[src/sv/spd_pkg.sv]
// Shared types and constants for the sensor packet deframer.
// No dependencies; imported by every module of the block.
package spd_pkg;

    localparam logic [7:0] SYNC_A = 8'hFA;
    localparam logic [7:0] SYNC_B = 8'hFF;

    localparam int QDEPTH = 4;
    localparam int QAW    = $clog2(QDEPTH);
    localparam int QCW    = $clog2(QDEPTH + 1);

    typedef struct packed {
        logic [7:0] message_id;
        logic [7:0] payload_byte;
        logic [7:0] byte_index;
        logic       frame_end;
        logic       checksum_ok;
    } t_result;

    typedef struct packed {
        logic    valid;
        t_result res;
    } t_push;

endpackage

[src/sv/spd_parser.sv]
// Front part: preamble hunt, header capture, checksum accumulation.
// Depends on spd_pkg; pushes results into the spd_fifo queue.
module spd_parser (
    input  logic          i_clk,
    input  logic          i_rst_n,
    input  logic          i_take,
    input  logic [7:0]    i_byte,
    output spd_pkg::t_push o_push
);
    import spd_pkg::*;

    typedef enum logic [2:0] {
        PH_HUNT0 = 3'd0,
        PH_HUNT1 = 3'd1,
        PH_ID    = 3'd2,
        PH_LEN   = 3'd3,
        PH_DATA  = 3'd4,
        PH_CSUM  = 3'd5
    } t_phase;

    t_phase     r_phase, n_phase;
    logic [7:0] r_id, n_id;
    logic [7:0] r_len, n_len;
    logic [7:0] r_seen, n_seen;
    logic [7:0] r_sum, n_sum;
    logic [7:0] w_total;

    assign w_total = r_sum + i_byte;

    always_comb begin
        n_phase = r_phase;
        n_id    = r_id;
        n_len   = r_len;
        n_seen  = r_seen;
        n_sum   = r_sum;
        o_push  = '0;
        o_push.res.message_id = r_id;
        case (r_phase)
            PH_HUNT1: begin
                if (i_byte == SYNC_B) begin
                    n_phase = PH_ID;
                end else if (i_byte == SYNC_A) begin
                    n_phase = PH_HUNT1;
                end else begin
                    n_phase = PH_HUNT0;
                end
            end
            PH_ID: begin
                n_id    = i_byte;
                n_sum   = SYNC_B + i_byte;
                n_phase = PH_LEN;
            end
            PH_LEN: begin
                n_len   = i_byte;
                n_seen  = '0;
                n_sum   = w_total;
                n_phase = (i_byte == 8'd0) ? PH_CSUM : PH_DATA;
            end
            PH_DATA: begin
                n_sum  = w_total;
                n_seen = r_seen + 8'd1;
                if (n_seen == r_len) begin
                    n_phase = PH_CSUM;
                end
                o_push.valid            = 1'b1;
                o_push.res.payload_byte = i_byte;
                o_push.res.byte_index   = r_seen;
            end
            PH_CSUM: begin
                n_phase = PH_HUNT0;
                o_push.valid            = 1'b1;
                o_push.res.byte_index   = r_len;
                o_push.res.frame_end    = 1'b1;
                o_push.res.checksum_ok  = (w_total == 8'd0);
            end
            default: begin
                n_phase = (i_byte == SYNC_A) ? PH_HUNT1 : PH_HUNT0;
            end
        endcase
        if (!i_take) begin
            o_push.valid = 1'b0;
        end
    end

    always_ff @(posedge i_clk) begin
        if (!i_rst_n) begin
            r_phase <= PH_HUNT0;
            r_id    <= '0;
            r_len   <= '0;
            r_seen  <= '0;
            r_sum   <= '0;
        end else if (i_take) begin
            r_phase <= n_phase;
            r_id    <= n_id;
            r_len   <= n_len;
            r_seen  <= n_seen;
            r_sum   <= n_sum;
        end
    end

endmodule

[src/sv/spd_fifo.sv]
// Short result queue between the parser and the output stage.
// Depends on spd_pkg for the result type and depth.
module spd_fifo (
    input  logic             i_clk,
    input  logic             i_rst_n,
    input  spd_pkg::t_push   i_push,
    input  logic             i_pop,
    output logic             o_full,
    output logic             o_empty,
    output spd_pkg::t_result o_head
);
    import spd_pkg::*;

    t_result          r_mem [QDEPTH];
    logic [QAW-1:0]   r_wr, r_rd;
    logic [QCW-1:0]   r_cnt;
    logic             w_pop;

    assign o_full  = (r_cnt == QCW'(QDEPTH));
    assign o_empty = (r_cnt == '0);
    assign o_head  = r_mem[r_rd];
    assign w_pop   = i_pop && !o_empty;

    always_ff @(posedge i_clk) begin
        if (i_push.valid) begin
            r_mem[r_wr] <= i_push.res;
        end
    end

    always_ff @(posedge i_clk) begin
        if (!i_rst_n) begin
            r_wr  <= '0;
            r_rd  <= '0;
            r_cnt <= '0;
        end else begin
            if (i_push.valid) begin
                r_wr <= (r_wr == QAW'(QDEPTH - 1)) ? '0 : r_wr + 1'b1;
            end
            if (w_pop) begin
                r_rd <= (r_rd == QAW'(QDEPTH - 1)) ? '0 : r_rd + 1'b1;
            end
            case ({i_push.valid, w_pop})
                2'b10:   r_cnt <= r_cnt + 1'b1;
                2'b01:   r_cnt <= r_cnt - 1'b1;
                default: r_cnt <= r_cnt;
            endcase
        end
    end

endmodule

[src/sv/spd_out.sv]
// Back part: output register that drains the queue onto the master stream.
// Depends on spd_pkg for the result type.
module spd_out (
    input  logic             i_clk,
    input  logic             i_rst_n,
    input  spd_pkg::t_result i_head,
    input  logic             i_empty,
    output logic             o_pop,
    input  logic             i_m_axis_tready,
    output logic             o_m_axis_tvalid,
    output logic [23:0]      o_m_axis_tdata,
    output logic             o_m_axis_tlast,
    output logic             o_m_axis_tuser
);
    import spd_pkg::*;

    logic    r_valid;
    t_result r_res;

    assign o_pop = !i_empty && (!r_valid || i_m_axis_tready);

    always_ff @(posedge i_clk) begin
        if (!i_rst_n) begin
            r_valid <= 1'b0;
        end else if (o_pop) begin
            r_valid <= 1'b1;
        end else if (i_m_axis_tready) begin
            r_valid <= 1'b0;
        end
    end

    always_ff @(posedge i_clk) begin
        if (o_pop) begin
            r_res <= i_head;
        end
    end

    assign o_m_axis_tvalid = r_valid;
    assign o_m_axis_tdata  = {r_res.byte_index, r_res.payload_byte, r_res.message_id};
    assign o_m_axis_tlast  = r_res.frame_end;
    assign o_m_axis_tuser  = r_res.checksum_ok;

endmodule

[src/sv/sensor_packet_deframer.sv]
// Sensor packet deframer: one received byte per transfer, one result per data or checksum byte.
// Throughput: one byte per cycle; input stalls only when the four-entry result queue is full.
// Path: a result is written into the result queue as its byte is taken, then moves into the output register.
// Reset: synchronous active-low i_rst_n clears the parser state, the queue and the output valid.
// Depends on spd_pkg, spd_parser, spd_fifo and spd_out.
module sensor_packet_deframer (
    input  logic        i_clk,
    input  logic        i_rst_n,
    input  logic        i_s_axis_tvalid,
    output logic        o_s_axis_tready,
    input  logic [7:0]  i_s_axis_tdata,   // [7:0] rx_byte
    output logic        o_m_axis_tvalid,
    input  logic        i_m_axis_tready,
    output logic [23:0] o_m_axis_tdata,   // [7:0] message_id, [15:8] payload_byte, [23:16] byte_index
    output logic        o_m_axis_tlast,   // frame_end
    output logic        o_m_axis_tuser    // [0] checksum_ok
);
    import spd_pkg::*;

    t_push   w_push;
    t_result w_head;
    logic    w_full;
    logic    w_empty;
    logic    w_pop;
    logic    w_take;

    assign o_s_axis_tready = !w_full;
    assign w_take          = i_s_axis_tvalid && !w_full;

    spd_parser u_parser (
        .i_clk   (i_clk),
        .i_rst_n (i_rst_n),
        .i_take  (w_take),
        .i_byte  (i_s_axis_tdata),
        .o_push  (w_push)
    );

    spd_fifo u_fifo (
        .i_clk   (i_clk),
        .i_rst_n (i_rst_n),
        .i_push  (w_push),
        .i_pop   (w_pop),
        .o_full  (w_full),
        .o_empty (w_empty),
        .o_head  (w_head)
    );

    spd_out u_out (
        .i_clk           (i_clk),
        .i_rst_n         (i_rst_n),
        .i_head          (w_head),
        .i_empty         (w_empty),
        .o_pop           (w_pop),
        .i_m_axis_tready (i_m_axis_tready),
        .o_m_axis_tvalid (o_m_axis_tvalid),
        .o_m_axis_tdata  (o_m_axis_tdata),
        .o_m_axis_tlast  (o_m_axis_tlast),
        .o_m_axis_tuser  (o_m_axis_tuser)
    );

endmodule

[config.mk]
export PLATFORM = sky130hd
export DESIGN_NAME = sensor_packet_deframer
export DESIGN_NICKNAME = d
export VERILOG_FILES = /design/src/sv/spd_pkg.sv /design/src/sv/spd_parser.sv /design/src/sv/spd_fifo.sv /design/src/sv/spd_out.sv /design/src/sv/sensor_packet_deframer.sv
export SDC_FILE = /design/constraint.sdc
export NUM_CORES = 1
export LEC_CHECK = 0
export ABC_AREA = 1
export BUFFER_PORTS_ARGS = -buffer_cell sky130_fd_sc_hd__buf_2
export CORE_MARGIN = 10
export CORE_UTILIZATION = 63
export CTS_BUF_LIST = sky130_fd_sc_hd__clkbuf_8
export CTS_CLUSTER_SIZE = 12
export DETAILED_ROUTE_END_ITERATION = 10
export GPL_TIMING_DRIVEN = 0
export PLACE_DENSITY = 0.82
export SYNTH_ARGS = -nofsm -noshare
export SYNTH_HDL_FRONTEND = slang
export SYNTH_SLANG_ARGS = --single-unit
[constraint.sdc]
create_clock -name i_clk -period 3.8 [get_ports i_clk]
set_input_delay 0.19 -clock i_clk [delete_from_list [all_inputs] [get_ports i_clk]]
set_output_delay 0.19 -clock i_clk [all_outputs]
set_load 0.02 [all_outputs]
==> flow_metrics.env, run 1 <==
export IMPL_min_period_ns=2.70
export IMPL_drtIter0Drc=608
export IMPL_rsz0062_at_grt="no"
export IMPL_min_period_over_period_pct=70.9
export IMPL_htreeDepth=4
export IMPL_p_leak_nw=3.09
export IMPL_share_seq_of_total_power_pct=45.7
export IMPL_ant_nets=0
export IMPL_gr_total_overflow=0
export IMPL_dp_hpwl_microns=10800
export IMPL_insertion_delay_ns=0.44
export IMPL_arrival_ns=3.02
export IMPL_synth_cell_types=37
export IMPL_syn_area_sq_um=7370
export IMPL_via_count=5349
export IMPL_synth_common_cells="130 x edfxtp_1, 93 x nor2_1, 85 x o21ai_0"
export IMPL_cts_tree="yes"
export IMPL_numCtsBuffers=17
export IMPL_post_cts_buffers=0
export IMPL_syn_instance_count=678
export IMPL_antenna_found_initial=0
export IMPL_end_kind="register"
export IMPL_ys_seq_area_share_pct=64.6
export IMPL_die_w_microns=128
export IMPL_netSwitchingFraction_pct=35.1
export IMPL_maxSlewHeadroom_pct=39.4
export IMPL_avgSynthCellArea_sq_um=10.9
export IMPL_ys_ff_latch=173
export IMPL_synthArstFlopShare_pct=0
export IMPL_dpl_instance_area_sq_um=7850
export IMPL_grt_pass1_vias=5391
export IMPL_intPower_w=0.00354
export IMPL_maxCapViolations=0
export IMPL_drt_pass1_iter_count=5
export IMPL_finalSetupViolCount=0
export IMPL_wl_per_cell_microns=18.3
export IMPL_cts_sinks=173
export IMPL_drive_gt1_share_pct=13.4
export IMPL_drc=0
export IMPL_grt_max_degree=28
export IMPL_synth_area_leaders="edfxtp_1 53%, dfxtp_1 12%, o21ai_0 5.8%"
export IMPL_regArea_sq_um=4760
export IMPL_core_area_sq_um=11400
export IMPL_required_ns=4.12
export IMPL_clockBufferDepth=2
export IMPL_tightest_slew_ns=0.907
export IMPL_ys_flop_type="edfxtp_1"
export IMPL_diodes=0
export IMPL_min_path_type="in2reg"
export IMPL_final_setup_tns_ns=0
export IMPL_combPwrFrac_pct=30.9
export IMPL_reg2reg_slack_ns=1.10
export IMPL_syn_nets=710
export IMPL_cts_resized=0
export IMPL_clkPwrFrac_pct=23.4
export IMPL_viasPerCell=5.98
export IMPL_hold_viol_final=0
export IMPL_max_vdd_ir_drop_mv=0.400
export IMPL_cts_root_buf="clkbuf_8"
export IMPL_fillers=765
export IMPL_synth_top_area_share_pct=52.9
export IMPL_initial_core_util_pct=64.6
export IMPL_final_nets=771
export IMPL_ioPinCount=40
export IMPL_multi_input_area_sq_um=2300
export IMPL_fmax_mhz=371
export IMPL_port_buffers=39
export IMPL_start_kind="register"
export IMPL_die_area_sq_um=16400
export IMPL_gr_usage_all_layers_pct=20.0
export IMPL_final_max_slew_viol_count=0
export IMPL_powerDensity_nw_per_um2=662
export IMPL_gp_congestion=0.881
export IMPL_power_total_w=0.00546
export IMPL_clk_pin_slew_worst_paths_ns=0.08
export IMPL_skew_ns=0.0145
export IMPL_p_sw_w=0.00192
export IMPL_cts_hold_buf=0
export IMPL_yosysTopAreaCell="edfxtp_1"
export IMPL_critPathKind="reg2reg"
export IMPL_fp_dieH_microns=128
export IMPL_yosysWarnings=0
export IMPL_synth_edf_count=130
export IMPL_status="complete, no violations"
export IMPL_path_max_fanout=9
export IMPL_synthMostInstantiatedCell="edfxtp_1"
export IMPL_grt_pass1_wl_microns=26000
export IMPL_design_area_sq_um=8250
export IMPL_area_growth_pct=11.9
export IMPL_wirelength_microns=16300
export IMPL_num_rows=39
## routing by layer
layer  vias to the layer above  GRT usage [%]  routed length (microns)
met5                         -              0                        0
li1                       2514              -                        -
met4                         0           10.0                      399
met3                        41           5.67                     1210
met2                       229           33.9                     8300
met1                      2565           22.6                     6440
## flip-flops by register name, indices dropped and copies added, names as in the netlist
name,flops
u_out.o_m_axis_tlast,1
u_fifo.r_wr,2
u_parser.r_sum,8
u_parser.r_len,8
u_out.o_m_axis_tuser,1
u_fifo.r_cnt,3
u_out.o_m_axis_tvalid,1
u_parser.r_phase,3
u_fifo.r_rd,2
u_parser.r_seen,8
u_fifo.r_mem,104
u_out.o_m_axis_tdata,24
u_parser.r_id,8
## placed cells by master, fill, tap and decap left out, drive strengths merged, types with 5 or more instances in the layout
master  count
a21oi      44
buf        45
clkbuf     37
clkinv      9
dfxtp      43
edfxtp    130
ha         18
inv        64
nand2      67
nand3      32
nor2      101
nor3        5
o21ai      91
o22ai      34
xor2        8
## stage by stage
step | cells | util (%) | worst slack [ns] | hold WS, ns
finish | 895 | 72.3 | 1.10 | 0.0593
global placement | 860 | 67.9 | -0.313 | 0.434
floorplan | 678 | - | 0.509 | 0.332
CTS | 895 | 72.3 | 1.11 | 0.0319
global route | 895 | 72.3 | 0.759 | 0.0537
detailed placement | 863 | 68.7 | 1.13 | 0.445
## path summary, 6_finish.rpt
kind	end	start	depth (start not counted)
setup / recovery	u_fifo.r_cnt[2]$_SDFFE_PN0P_	u_fifo.r_cnt[1]$_SDFFE_PN0P_	12
hold / removal	u_parser.r_sum[2]$_SDFFE_PN0P_	i_rst_n	3
setup reg to reg	u_fifo.r_cnt[2]$_SDFFE_PN0P_	u_fifo.r_cnt[1]$_SDFFE_PN0P_	12
hold reg to reg	u_fifo.r_cnt[0]$_SDFFE_PN0P_	u_fifo.r_cnt[0]$_SDFFE_PN0P_	1
## layout make-up
class,instances,area share [%]
Tap cell,143,2.17
Clock inverter,15,2.08
Multi-Input combinational cell,420,27.9
Sequential cell,173,57.7
Timing Repair Buffer,42,3.12
Inverter,62,2.88
Buffer,23,1.27
Clock buffer,17,2.84
## power by group through the flow
| stage | clock, W | combinational (W) | sequential [W] |
|---|---|---|---|
| 3_5_place_dp | 0 | 0.00167 | 0.00253 |
| 5_1_grt | 0.00136 | 0.00186 | 0.00252 |
| 6_report | 0.00128 | 0.00169 | 0.00249 |
| 3_3_place_gp | 0 | 0.00155 | 0.00253 |
| 2_1_floorplan | 0 | 0.000893 | 0.00273 |
| 4_1_cts | 0.00129 | 0.00169 | 0.00249 |
## worst max-delay path, cell delays in order, from the launching register on
cell	delay, ns
dfxtp_1	0.33
inv_1	0.16
nand3_1	0.15
nand2_2	0.24
inv_1	0.13
nand2_1	0.37
ha_1	0.24
inv_1	0.07
fa_1	0.40
a21oi_1	0.16
o21ai_0	0.12
o21ai_0	0.18
a21oi_1	0.06
## cell families after synthesis
kind of cell / after synthesis / share of synthesized area (%)
AND/OR/NAND/NOR: 210 / 12.7
AO/OA/AOI/OAI: 178 / 13.0
flip-flops: 173 / 64.6
buffers and inverters: 85 / 4.65
adder cells (fa/ha/maj): 20 / 3.60
XOR/XNOR: 12 / 1.43
No activity file was read; power rests on OpenSTA's default activity.
==> run 2, diff against run 1 <==
==> constraint.sdc (replaced) <==
create_clock -name i_clk -period 2.76 [get_ports i_clk]
set_input_delay 0.138 -clock i_clk [delete_from_list [all_inputs] [get_ports i_clk]]
set_output_delay 0.138 -clock i_clk [all_outputs]
set_load 0.02 [all_outputs]
==> flow_metrics.env, run 2 (synthesis gave the netlist of run 1 again) <==
export IMPL_layout_setup_ws_ns=0.224
export IMPL_whs_ns=0.0671
export IMPL_largest_register="u_fifo.r_mem"
export IMPL_via_count=5349
export IMPL_ant_nets=0
export IMPL_critPathKind="reg2reg"
export IMPL_hold_depth=4
export IMPL_final_cell_mix="130 x edfxtp_1, 89 x nor2_1, 85 x o21ai_0, 60 x nand2_1, 56 x inv_1"
export IMPL_drtIter0Drc=484
export IMPL_num_rows=39
export IMPL_gp_congestion=0.904
export IMPL_routed_wl_met3_microns=1320
export IMPL_final_max_slew_viol_count=0
export IMPL_numCtsBuffers=17
export IMPL_hold_start="i_m_axis_tready"
export IMPL_reg2reg_depth=12
export IMPL_fmax_mhz=394
export IMPL_antenna_found_initial=0
export IMPL_end_kind="register"
export IMPL_final_nets=771
export IMPL_die_area_sq_um=16400
export IMPL_wl_met1_microns=6420
export IMPL_skew_ns=0.0175
export IMPL_maxCapViolations=0
export IMPL_final_cells=895
export IMPL_start_kind="register"
export IMPL_post_cts_buffers=0
export IMPL_required_ns=3.11
export IMPL_port_buffers=39
export IMPL_regArea_sq_um=4760
export IMPL_cts_sinks=173
export IMPL_fp_dieH_microns=128
export IMPL_top_layer="met4"
export IMPL_cts_tree="yes"
export IMPL_dp_hpwl_microns=10500
export IMPL_insertion_delay_ns=0.46
export IMPL_tightest_slew_ns=0.868
export IMPL_power_total_w=0.00753
export IMPL_clk_pin_slew_worst_paths_ns=0.09
export IMPL_crit_chain="inv_1, nand3_1, nand2_2, inv_1, nand2_2, ha_1, inv_1, fa_1, a21oi_1, o21ai_0, o21ai_0, a21oi_1"
export IMPL_core_area_sq_um=11400
export IMPL_cp_slowest_cell="fa_1"
export IMPL_crit_top_cell="inv_1"
export IMPL_r2r_start="u_fifo.r_cnt[0]$_SDFFE_PN0P_"
export IMPL_multi_input_area_sq_um=2310
export IMPL_rsz0062_at_grt="no"
export IMPL_largest_reg_flops=104
export IMPL_clockBufferDepth=2
export IMPL_hold_path_end="u_out.o_m_axis_tvalid$_SDFFE_PN0P_"
export IMPL_grt_pass1_vias=5230
export IMPL_diodes=0
export IMPL_reg2reg_slack_ns=0.22
export IMPL_htreeDepth=4
export IMPL_status="complete, no violations"
export IMPL_drt_pass1_iter_count=7
export IMPL_wl_per_cell_microns=17.9
export IMPL_gr_total_overflow=0
export IMPL_powerDensity_nw_per_um2=912
export IMPL_cts_root_buf="clkbuf_8"
export IMPL_hold_viol_final=0
export IMPL_max_vdd_ir_drop_mv=0.559
export IMPL_final_common_cell="edfxtp_1"
export IMPL_grt_pass1_wl_microns=25000
export IMPL_min_path_type="in2reg"
export IMPL_ioPinCount=40
export IMPL_place_ws_ns=0.0878
export IMPL_wirelength_microns=16000
export IMPL_die_w_microns=128
export IMPL_path_max_fanout=9
export IMPL_area_growth_pct=11.9
export IMPL_arrival_ns=2.88
export IMPL_dr_wl_met2_microns=7890
export IMPL_maxSlewHeadroom_pct=42.0
export IMPL_min_period_ns=2.54
export IMPL_gr_usage_all_layers_pct=19.5
export IMPL_regToRegEndpoint="u_fifo.r_cnt[2]$_SDFFE_PN0P_"
export IMPL_drive_gt1_share_pct=13.4
export IMPL_drc=0
export IMPL_grt_max_degree=28
export IMPL_p_leak_nw=3.08
export IMPL_min_period_over_period_pct=91.9
export IMPL_viasPerCell=5.98
export IMPL_initial_core_util_pct=64.6
export IMPL_place_inst=862
export IMPL_finalSetupViolCount=0
export IMPL_fillers=777
export IMPL_cpPeakStageDelay_ns=0.39
==> run 2: worst max-delay path by stage <==
stage | from | endpoint | slack, ns | depth (start not counted)
finish | u_fifo.r_cnt[0]$_SDFFE_PN0P_ | u_fifo.r_cnt[2]$_SDFFE_PN0P_ | 0.22 | 12
CTS | u_fifo.r_cnt[0]$_SDFFE_PN0P_ | u_fifo.r_cnt[2]$_SDFFE_PN0P_ | 0.06 | 12
floorplan | u_fifo.r_cnt[0]$_SDFFE_PN0P_ | u_fifo.r_mem[0][0]$_DFFE_PP_ | 0.11 | 6
global route | u_fifo.r_cnt[0]$_SDFFE_PN0P_ | u_fifo.r_cnt[2]$_SDFFE_PN0P_ | 0.06 | 12
detailed placement | u_fifo.r_cnt[0]$_SDFFE_PN0P_ | u_fifo.r_cnt[2]$_SDFFE_PN0P_ | 0.09 | 12
global placement | u_fifo.r_cnt[0]$_SDFFE_PN0P_ | u_fifo.r_mem[3][8]$_DFFE_PP_ | -0.69 | 6
==> run 2: where the power goes <==
part	internal [W]	leakage, nW	switching (W)
combinational	0.000696	1.30	0.00163
clock	0.000892	0.199	0.000888
sequential	0.00329	1.58	0.000135
total	0.00488	3.08	0.00265
==> run 2: repair_timing <==
item / 4_1_cts / 5_1_grt
endpoints found under the setup margin: 0 / 1
hold endpoints to repair: 2 / 0
gates resized for setup: 0 / 1
hold buffers: 1 / 0
==> run 2: layout make-up <==
type / count / share of cell area, %
plain buffers: 23 / 1.27
clock buffers: 17 / 2.84
clock inverters: 15 / 2.05
inverters: 62 / 2.88
multi-input cells: 420 / 28.0
flip-flops and latches: 173 / 57.7
well taps: 143 / 2.17
repair buffers: 42 / 3.06
==> run 2: critical path, delay by kind of cell (launching register included) <==
family | cells | cell delay, ns
and+or+nand+nor | 3 | 0.65
adders and majority gates | 2 | 0.60
AOI/OAI and AO/OA | 4 | 0.50
buffers and inverters | 3 | 0.36
DFF | 1 | 0.32
==> run 2: routing by layer <==
metal	vias up	global-route usage [%]
li1	2505	-
met4	0	9.54
met1	2536	22.5
met3	37	6.04
met2	271	32.2
met5	-	0
==> run 2: per-stage QoR <==
stage	TNS [ns]	utilization [%]	area [sq um]
floorplan	0	-	7380
global placement	-67.59	67.9	7750
detailed placement	0	68.6	7840
CTS	0	72.2	8250
global route	0	72.3	8250
finish	0	72.3	8250
